==> src/rtl/okvt_pkg.sv <==
// Package for the ordered key/value table: request and status codes, controller
// states and the per-cell command struct.
// No dependencies; used by every file of the block.
package okvt_pkg;

    localparam int KEY_W      = 64;
    localparam int VAL_W      = 64;
    localparam int LIVE_W     = 7;
    localparam int REQ_W      = 2;
    localparam int STATUS_W   = 4;
    localparam int S_DATA_W   = KEY_W + VAL_W;
    localparam int M_DATA_W   = 136;  // key, value, live count, zero pad to bytes
    localparam int MAX_ENTRIES = 64;

    typedef enum logic [REQ_W-1:0] {
        REQ_ADD    = 2'd0,
        REQ_LOOKUP = 2'd1,
        REQ_REMOVE = 2'd2,
        REQ_LIST   = 2'd3
    } req_t;

    typedef enum logic [STATUS_W-1:0] {
        STAT_ADDED          = 4'd0,
        STAT_OVERRIDDEN     = 4'd1,
        STAT_FULL           = 4'd2,
        STAT_FOUND          = 4'd3,
        STAT_NOT_FOUND      = 4'd4,
        STAT_REMOVED        = 4'd5,
        STAT_REMOVE_MISSED  = 4'd6,
        STAT_LISTED         = 4'd7,
        STAT_EMPTY          = 4'd8
    } status_t;

    typedef enum logic [1:0] {
        STATE_IDLE,
        STATE_EXEC,
        STATE_LIST
    } state_t;

    typedef enum logic [2:0] {
        CELL_HOLD,
        CELL_LOAD_VALUE,
        CELL_LOAD_ENTRY,
        CELL_TAKE_NEXT,
        CELL_TAKE_HEAD
    } cell_op_t;

    typedef struct packed {
        cell_op_t op;
        logic     compare;
    } cell_ctrl_t;

endpackage

==> src/rtl/okvt_cell.sv <==
// One table cell: holds a key/value pair, compares against a request key and
// loads from the request, its upper neighbor or the head of the chain.
// Depends on okvt_pkg.
module okvt_cell (
    input  logic                        aclk,
    input  okvt_pkg::cell_ctrl_t        ctrl,
    input  logic                        live,
    input  logic [okvt_pkg::KEY_W-1:0]  cmp_key,
    input  logic [okvt_pkg::KEY_W-1:0]  req_key,
    input  logic [okvt_pkg::VAL_W-1:0]  req_val,
    input  logic [okvt_pkg::KEY_W-1:0]  nbr_key,
    input  logic [okvt_pkg::VAL_W-1:0]  nbr_val,
    input  logic [okvt_pkg::KEY_W-1:0]  head_key,
    input  logic [okvt_pkg::VAL_W-1:0]  head_val,
    output logic [okvt_pkg::KEY_W-1:0]  key_q,
    output logic [okvt_pkg::VAL_W-1:0]  val_q,
    output logic                        hit
);

    logic [okvt_pkg::KEY_W-1:0] key_reg, key_next;
    logic [okvt_pkg::VAL_W-1:0] val_reg, val_next;
    logic                       hit_reg, hit_next;

    always_comb begin
        key_next = key_reg;
        val_next = val_reg;
        case (ctrl.op)
            okvt_pkg::CELL_HOLD: begin
            end
            okvt_pkg::CELL_LOAD_VALUE: begin
                val_next = req_val;
            end
            okvt_pkg::CELL_LOAD_ENTRY: begin
                key_next = req_key;
                val_next = req_val;
            end
            okvt_pkg::CELL_TAKE_NEXT: begin
                key_next = nbr_key;
                val_next = nbr_val;
            end
            okvt_pkg::CELL_TAKE_HEAD: begin
                key_next = head_key;
                val_next = head_val;
            end
            default: begin
            end
        endcase
    end

    // only live cells may match; keys are unique so at most one hits
    assign hit_next = ctrl.compare ? (live && (cmp_key == key_reg)) : hit_reg;

    always_ff @(posedge aclk) begin
        key_reg <= key_next;
        val_reg <= val_next;
        hit_reg <= hit_next;
    end

    assign key_q = key_reg;
    assign val_q = val_reg;
    assign hit   = hit_reg;

endmodule

==> config.mk <==
export PLATFORM = sky130hd
export DESIGN_NAME = okvt_cell
export DESIGN_NICKNAME = d
export VERILOG_FILES = /design/src/rtl/okvt_pkg.sv /design/src/rtl/okvt_cell.sv
export SDC_FILE = /design/constraint.sdc
export NUM_CORES = 1
export LEC_CHECK = 0
export BUFFER_PORTS_ARGS = -buffer_cell sky130_fd_sc_hd__buf_4
export CORE_AREA = 2 2 227 229
export DETAILED_ROUTE_END_ITERATION = 16
export DIE_AREA = 0 0 229 231
export PLACE_DENSITY_LB_ADDON = 0.3
export SLEW_MARGIN = 40
export SYNTH_ARGS = -nofsm -noshare
export SYNTH_HDL_FRONTEND = slang
export SYNTH_SLANG_ARGS = --single-unit
==> constraint.sdc <==
create_clock -name aclk -period 8.05 [get_ports aclk]
set_clock_uncertainty 0.15 [all_clocks]
set_input_delay 0 -clock aclk [delete_from_list [all_inputs] [get_ports aclk]]
set_output_delay 0 -clock aclk [all_outputs]
set_load 0.01 [all_outputs]
==> key figures, run 1 <==
Floorplan
  • Die Width: 229 um
  • Core ar.: 0.0507 sq mm
  • Ports: 583
  • Initial core utilization: 0.134
  • # rows: 83
  • Die area: 0.0529 sq mm
  • Die height: 231 um

Global routing
  • Total track usage: 0.138
  • Met1 Track Usage GR: 0.142
  • Largest net degree at the start of global routing: 76
  • GR met3 Demand/Resource: 0.0504
  • Vias in the first global route: 9076
  • Grt ovf: 0
  • Met2 Resource Use GR: 0.253
  • Initial antenna violation count: 4
  • First-pass GRT wire length: 53800 um
  • Global routing's busiest layer: met2

Detailed routing
  • DR vias/cell: 3.86
  • Drt drc: 0
  • Total number of vias: 8423
  • Initial DRC Count: 311
  • Routed WL: 37400 um
  • First-pass iteration count of the detailed router: 4
  • Drt wl/cell: 17.1 um
  • Detail Route Antenna Nets: 0

Clocking
  • H-tree depth: 4
  • Sinks on Clock Net: 129
  • Root buffer cell: clkbuf_16
  • Worst skew pair latency: 470 ps
  • CTS tree: built
  • Num CTS Buffers: 17
  • Reg clk slew, reported paths: 70 ps
  • Post-CTS setup buffers: 0
  • Clk buf depth: 2

Place
  • Setup WS pre-CTS: 5540 ps
  • # port buffers: 582
  • Dpl cells: 1882
  • DP Wirelength: 29000 um
  • GP Congestion: 0.902

Logic synthesis
  • Sequential area share after synthesis: 0.571
  • Synth area leaders: edfxtp_1 (57%), a22oi_1 (14%), nand2_1 (14%)
  • Yosys warns: 0
  • Most instantiated library cell after synthesis: nand2_1
  • Synth Cell Area: 0.00679 sq mm
  • Main synth FF type: edfxtp_1
  • Post-synth EDFFs: 129
  • Ys async rst share: 0
  • Post-synth top area cell: edfxtp_1
  • Seq cells post-synth: 129
  • Synth cell count leaders: nand2_1 (256), edfxtp_1 (129), a22oi_1 (128), buf_2 (39), xor2_1 (39)
  • Avg Inst Size Synth: 10.4 sq um
  • Syn nets: 1109
  • Syn Inst Count: 655
  • Library cells used by synthesis: 26
  • Synth top area share: 0.571

Setup path
  • R2r startpoint: key_q[59]
  • Slowest library cell on the worst path: dlygate4sd3_1
  • Slowest stage delay, CP: 640 ps
  • WS Path Type: reg -> reg
  • CP Max Fanout: 2
  • Reg2reg end: hit
  • Worst Path Required: 8240 ps
  • Worst Setup SP: key_q[59]
  • R2R Setup Slk: 5110 ps
  • Crit-path cells: inv_1 -> a22o_1 -> a2111oi_2 -> nand4_1 -> dlygate4sd3_1 -> nor4_2 -> dlygate4sd3_1
  • End of the critical path: hit
  • Most frequent CP cell: dlygate4sd3_1
  • Setup crit end kind: register
  • CP Launch Type: register
  • Worst Path Arrival: 3120 ps
  • Cells on worst reg2reg path: 7

Timing
  • Final Max Tran Viols: 0
  • Final period util: 0.365
  • Final TNS setup: 0 ps
  • Fmax: 0.340 GHz
  • Final Hold Fails: 0
  • RSZ-0062 raised after global routing: no
  • Slew HR: 0.425
  • Final worst setup slack: 5110 ps
  • Measured slew at the worst slew-check pin: 854 ps
  • Final setup vio count: 0
  • Min Tclk post-route: 2940 ps

Power
  • Power, Total: 2.37 mW
  • Leakage power total: 6.87 nW
  • Power Density: 157 mW/mm^2
  • Worst vdd ir: 0.134 mV

Run status
  • Status: completed

Cells and area
  • Storage cell area: 0.00387 sq mm
  • Area grow syn2layout: 123%
  • Core Util, Final: 0.298
  • NumNets Final: 1941
  • Filler cell count: 5325
  • Multi-input gate area in the final layout: 0.00270 sq mm
  • Share of layout cells above drive strength 1: 0.420
  • Final non-filler cell total: 2182

Hold path
  • HP Class: in -> reg

Run
  • Max Cap Violations: 0
## critical path, delay by kind of cell (launching register included)
family,cells,cell delay [ps]
and+or+nand+nor,2,390
buffers and inverters,3,1280
AOI/OAI and AO/OA,2,600
DFF,1,400
## cells by family after synthesis
kind of cell	after synthesis	share of synthesized area
AO/OA/AOI/OAI	137	0.153
AND/OR/NAND/NOR	281	0.166
XOR/XNOR	58	0.0749
flip-flops	129	0.571
buffers and inverters	50	0.0360
## power by group
group,switching (mW),internal [mW],total [mW]
registers,0.0487,0.850,0.899
logic,0.290,0.419,0.709
clock network,0.338,0.425,0.764
total,0.677,1.69,2.37
## final cells by class
type,instances,share of cell area
well taps,680,0.0563
repair buffers,855,0.470
diodes,2,0.000331
multi-input cells,476,0.179
flip-flops and latches,129,0.256
inverters,8,0.00199
clock inverters,15,0.00902
clock buffers,17,0.0281
## cells in the final DEF, fill, tap and decap left out, types with 2 or more instances in the layout
cell type	n
a22oi_1	128
buf_4	587
buf_6	2
clkbuf_16	17
clkinv_2	2
clkinv_4	5
clkinvlp_4	3
diode_2	2
dlygate4sd3_1	265
edfxtp_1	129
inv_1	7
inv_6	3
nand2_1	256
nand3_1	2
nand4_1	6
nor3_1	2
nor4_1	9
nor4_2	2
o21ai_0	2
xnor2_1	18
xor2_1	39
## per-stage QoR
stage | hold slack, ps | area, sq um
2_1_floorplan | -37.5 | 6790
6_report | 48.1 | 15100
4_1_cts | 26.9 | 15100
3_3_place_gp | 78.8 | 11900
5_1_grt | 47.6 | 15100
3_5_place_dp | 74.3 | 11900
## worst min-delay path by stage
| stage | cells past startpoint | slack (ps) | endpoint | startpoint |
|---|---|---|---|---|
| 2_1_floorplan | 0 | -40 | hit | ctrl[0] |
| 3_3_place_gp | 1 | 80 | hit | ctrl[0] |
| 3_5_place_dp | 1 | 70 | hit | ctrl[0] |
| 4_1_cts | 2 | 30 | key_q[1] | ctrl[2] |
| 5_1_grt | 2 | 50 | key_q[1] | ctrl[2] |
| 6_report | 3 | 50 | val_q[59] | ctrl[3] |
## per-layer routing
metal	share of wire	routed length, um	up-vias
met5	0	0	-
met4	0.032	1200	0
met3	0.080	2980	57
met2	0.52	19500	437
met1	0.37	13700	3881
li1	-	-	4048
## timing repair
action	CTS	global route
resized for setup	0	0
endpoints found under the hold margin	130	0
hold buffers	265	0
(Power assumes the default switching activity.)
==> inputs of run 2 (changes only) <==
==> constraint.sdc (replaced) <==
create_clock -name aclk -period 2.7 [get_ports aclk]
set_clock_uncertainty 0.15 [all_clocks]
set_input_delay 0 -clock aclk [delete_from_list [all_inputs] [get_ports aclk]]
set_output_delay 0 -clock aclk [all_outputs]
set_load 0.01 [all_outputs]
==> key figures, run 2 (synthesis results as in run 1) <==
Run status
  • Status: completed

Setup path
  • Setup crit end kind: register
  • WS Path Type: reg -> reg
  • Most frequent CP cell: nor4_2
  • Crit path max-delay family: simple AND/OR/NAND/NOR gates
  • Crit-path cells: xnor2_1 -> nand4_1 -> dlygate4sd3_1 -> nor4_2 -> nand3_1 -> nor4_2
  • Buf/Inv on CP: 1 (-2)
  • CP Launch Type: register
  • Slowest library cell on the worst path: dlygate4sd3_1
  • Worst Path Required: 2840 ps (-5400 ps)
  • CP Max Fanout: 2 (unchanged)
  • Slowest stage delay, CP: 590 ps (-50 ps)
  • Worst Path Arrival: 2540 ps (-580 ps)

Timing
  • Final TNS setup: 0 ps (unchanged)
  • Final worst setup slack: 295 ps (-4820 ps)
  • Final Hold Fails: 0 (unchanged)
  • RSZ-0062 raised after global routing: no
  • Measured slew at the worst slew-check pin: 742 ps (-112 ps)
  • Final period util: 0.891 (+0.526)
  • Final setup vio count: 0 (unchanged)
  • Min Tclk post-route: 2400 ps (-533 ps)
  • Fmax: 0.416 GHz (+22%)
  • Final Max Tran Viols: 0 (unchanged)
  • Slew HR: 0.504 (+0.0790)
  • Fin Hold WS: 34.9 ps (-13.3 ps)

Clocking
  • Root buffer cell: clkbuf_16
  • Post-CTS setup buffers: 0 (unchanged)
  • Worst skew pair latency: 460 ps (about the same)
  • H-tree depth: 4 (unchanged)
  • Clk buf depth: 2 (unchanged)
  • Sinks on Clock Net: 129 (unchanged)
  • Num CTS Buffers: 17 (unchanged)
  • Reg clk slew, reported paths: 60 ps (about the same)
  • CTS tree: built

Global routing
  • Vias in the first global route: 8881 (-2.1%)
  • Largest net degree at the start of global routing: 129 (+70%)
  • Initial antenna violation count: 3 (-1)
  • Grt ovf: 0 (unchanged)
  • First-pass GRT wire length: 53200 um (-1.1%)
  • Total track usage: 0.137 (-0.00128)

Place
  • Setup WS pre-CTS: 407 ps (-5140 ps)
  • # port buffers: 582 (unchanged)
  • GP Congestion: 0.861 (-4.6%)
  • DP Wirelength: 28600 um (-1.4%)
  • Dpl cells: 1884 (+0.11%)
  • DP Area: 0.0120 sq mm (+0.70%)

Detailed routing
  • Drt drc: 0 (unchanged)
  • First-pass iteration count of the detailed router: 5 (+1)
  • Routed WL: 37200 um (-0.46%)
  • Total number of vias: 8527 (+1.2%)
  • Drt wl/cell: 16.9 um (-1.6%)
  • Detail Route Antenna Nets: 0 (unchanged)
  • DR vias/cell: 3.86 (about the same)
  • Initial DRC Count: 299 (-3.9%)

Cells and area
  • Area grow syn2layout: 128%
  • Commonest non-fill, non-tap cells in the layout: buf_4 (586), dlygate4sd3_1 (288), nand2_1 (256), edfxtp_1 (129), a22oi_1 (128)
  • Share of layout cells above drive strength 1: 0.412 (-0.00793)
  • Core Util, Final: 0.305 (+0.00647)
  • Final non-filler cell total: 2207 (+1.1%)
  • NumNets Final: 1965 (+1.2%)
  • Fin area: 0.0155 sq mm (+2.2%)
  • Commonest non-fill, non-tap cell in the layout: buf_4

Power
  • Power Density: 470 mW/mm^2 (+200%)
  • Leakage power total: 7.00 nW (+1.9%)
  • Worst vdd ir: 0.411 mV (+210%)
  • Power, Total: 7.27 mW (+210%)

Floorplan
  • Die height: 231 um (unchanged)
  • Ports: 583 (unchanged)
  • Die area: 0.0529 sq mm (unchanged)
  • # rows: 83 (unchanged)
  • Die Width: 229 um (unchanged)
  • Initial core utilization: 0.134 (unchanged)
  • Core ar.: 0.0507 sq mm (unchanged)

Run
  • Max Cap Violations: 0 (unchanged)

Hold path
  • HP Class: in -> reg
## run 2: cell types whose count changed in the layout (fill, tap and decap cells not counted), sizes merged, moves of 2 or more
cell	previous run	this run
dlygate4sd3	265	288
clkinv	8	5
bufinv	1	3
clkbuf	17	19
inv	11	9
## run 2: path summary, 6_finish.rpt
check	endpoint	start	slack [ps]	cells past startpoint
max reg2reg	hit	key_q[34]	300	6
max	hit	key_q[34]	300	6
min reg2reg	hit	key_q[41]	780	5
min	hit	cmp_key[9]	30	6
## run 2: cell type report
type | instances | area [sq um]
fill | 5322 | 35200
timing repair buffer | 879 | 7380
sequential | 129 | 3870
multi-input combinational | 476 | 2710
tap | 680 | 851
clock buffer | 19 | 433
clock inverter | 13 | 163
inverter | 8 | 30.0
antenna | 3 | 7.51
## run 2: worst min-delay path, stage by stage
cell     delay (ps)
buf_4            80
xnor2_1          50
nand4_1         120
nor4_2           80
nand3_1         100
nor4_2           40
## run 2: power breakdown
part           leakage [nW]  switching (mW)  internal (mW)
clock network         0.275           0.972           1.45
registers              1.24           0.145           2.53
logic                  5.48           0.878           1.29
## run 2: layer usage
metal  GRT usage  vias to the layer above  wire, um
li1            -                     4098         -
met2       0.245                      430     18900
met5           0                        -         0
met3      0.0421                       52      2760
met4      0.0690                        0      1410
met1       0.146                     3947     14200
## run 2: repair_timing
item	in CTS	in global routing
resized for setup	0	1
hold buffers	288	0
setup endpoints to repair	0	1
hold endpoints to repair	163	0
==> inputs of run 3 (changes only) <==
==> constraint.sdc (replaced) <==
create_clock -name aclk -period 2 [get_ports aclk]
set_clock_uncertainty 0.15 [all_clocks]
set_input_delay 0 -clock aclk [delete_from_list [all_inputs] [get_ports aclk]]
set_output_delay 0 -clock aclk [all_outputs]
set_load 0.01 [all_outputs]
==> key figures, run 3 (synthesis results as in run 1) <==
Clocking
  • H-tree depth: 4 (unchanged)
  • Num CTS Buffers: 17 (unchanged)
  • Sinks on Clock Net: 129 (unchanged)
  • CTS tree: built
  • Reg clk slew, reported paths: 60 ps (about the same)
  • Root buffer cell: clkbuf_16
  • Clk buf depth: 2 (unchanged)
  • Worst skew pair latency: 470 ps (about the same)

Timing
  • Final setup vio count: 1 (+1)
  • Final period util: 1.01
  • Final Hold Fails: 0 (unchanged)
  • Measured slew at the worst slew-check pin: 582 ps (-160 ps)
  • Final worst setup slack: -21.0 ps (-316 ps)
  • RSZ-0062 raised after global routing: yes
  • Slew HR: 0.608 (+0.103)
  • Min Tclk post-route: 2020 ps
  • Fmax: 0.495 GHz
  • Final Max Tran Viols: 0 (unchanged)

Run status
  • Failing checks: negative setup slack
  • Status: finished with violations

Floorplan
  • Core ar.: 0.0507 sq mm (unchanged)
  • Die Width: 229 um (unchanged)
  • Initial core utilization: 0.134 (unchanged)
  • Ports: 583 (unchanged)
  • Die height: 231 um (unchanged)
  • # rows: 83 (unchanged)
  • Die area: 0.0529 sq mm (unchanged)

Hold path
  • Hold path depth: 3 (-3)
  • Hold Crit Endpoint: key_q[1]
  • HP Class: in -> reg
  • HP Start: ctrl[2]

Global routing
  • Global routing's busiest layer: met2
  • Met1 Track Usage GR: 0.141 (-0.00482)
  • GR met3 Demand/Resource: 0.0488 (+0.00667)
  • First-pass GRT wire length: 53500 um (+0.44%)
  • Largest net degree at the start of global routing: 74 (-43%)
  • Initial antenna violation count: 4 (+1)
  • Total track usage: 0.138 (+0.000840)
  • Met2 Resource Use GR: 0.247 (+0.00189)
  • Vias in the first global route: 9211 (+3.7%)
  • Grt ovf: 0 (unchanged)

Setup path
  • Worst Path Arrival: 2070 ps (-470 ps)
  • R2R Setup Slk: 60 ps (-240 ps)
  • CP Launch Type: input pin
  • R2r startpoint: key_q[27]
  • Worst Setup SP: ctrl[1]
  • Worst Path Required: 2050 ps (-790 ps)
  • CP Max Fanout: 60 (+58)
  • Setup crit end kind: register
  • Slowest stage delay, CP: 590 ps (about the same)
  • WS Path Type: in -> reg
  • Cells on worst reg2reg path: 6 (unchanged)
  • Reg2reg end: hit
  • Slowest library cell on the worst path: dlygate4sd3_1
  • Crit-path cells: buf_4 -> and3_4 -> buf_4 -> buf_12 -> a22oi_2 -> dlygate4sd3_1 -> nand2_1 -> dlygate4sd3_1

Power
  • Leakage power total: 7.23 nW (+3.3%)
  • Power Density: 624 mW/mm^2 (+33%)
  • Worst vdd ir: 0.451 mV (+9.7%)

Detailed routing
  • First-pass iteration count of the detailed router: 5 (unchanged)
  • Detail Route Antenna Nets: 0 (unchanged)
  • Total number of vias: 8677 (+1.8%)
  • Drt wl/cell: 17.3 um (+2.3%)
  • Initial DRC Count: 392 (+31%)
  • DR vias/cell: 3.88 (+0.48%)
  • Routed WL: 38600 um (+3.6%)
  • Drt drc: 0 (unchanged)

Cells and area
  • NumNets Final: 1995 (+1.5%)
  • Area grow syn2layout: 135%
  • Commonest non-fill, non-tap cells in the layout: buf_4 (601), dlygate4sd3_1 (293), nand2_1 (256), edfxtp_1 (129), a22oi_1 (127)
  • Share of layout cells above drive strength 1: 0.425 (+0.0133)
  • Commonest non-fill, non-tap cell in the layout: buf_4
  • Core Util, Final: 0.314 (+0.00933)

Place
  • # port buffers: 582 (unchanged)
  • GP Congestion: 0.870 (+1.0%)
  • Setup WS pre-CTS: -540 ps (-947 ps)
  • DP Wirelength: 28400 um (-0.71%)

Run
  • Max Cap Violations: 0 (unchanged)
## run 3: critical path: cells and delay by family
kind / cells / cell delay (ps)
and+or+nand+nor: 2 / 230
AOI/OAI and AO/OA: 1 / 170
buffers and inverters: 5 / 1600
## run 3: final cells by class
type	count	area, sq um
tap	680	851
multi-input combinational	476	2800
fill	5243	34800
inverter	8	30.0
sequential	129	3870
antenna	1	2.50
clock buffer	17	425
clock inverter	15	168
timing repair buffer	909	7770
## run 3: worst max path at each step
stage	endpoint	slack [ps]	cells after the start
6_report	key_q[36]	-20	8
2_1_floorplan	key_q[0]	90	4
5_1_grt	hit	-80	5
3_3_place_gp	hit	-480	6
3_5_place_dp	hit	-540	6
4_1_cts	hit	-30	6
## run 3: where the power goes
part | total (mW) | leakage [nW] | switching [mW] | internal [mW]
Combinational | 3.03 | 5.71 | 1.21 | 1.82
Clock | 3.27 | 0.278 | 1.33 | 1.94
Sequential | 3.63 | 1.24 | 0.210 | 3.42
## run 3: through the flow
stage	hold slack, ps	TNS (ps)	cells	power (mW)	instance area, sq um
global route	56.9	-76.0	2235	10.4	15900
CTS	8.85	-27.2	2226	10.1	15800
finish	65.9	-21.0	2235	9.93	15900
global placement	48.0	-476	1898	6.05	12100
detailed placement	48.9	-540	1899	6.06	12100
floorplan	-37.5	0	655	4.38	6810
## run 3: what timing repair did
action                                  in CTS  in global routing
endpoints found under the hold margin      130                  0
buffers inserted                             2                  4
endpoints found under the setup margin       1                  7
pin swaps                                    6                  1
gates cloned                                 0                  4
resized for setup                           11                  7
hold buffers                               293                  0
## run 3: layer usage
metal,up-vias,share of wire
li1,4152,-
met1,4029,0.38
met2,440,0.50
met3,54,0.081
met4,2,0.037
met5,-,0.00034
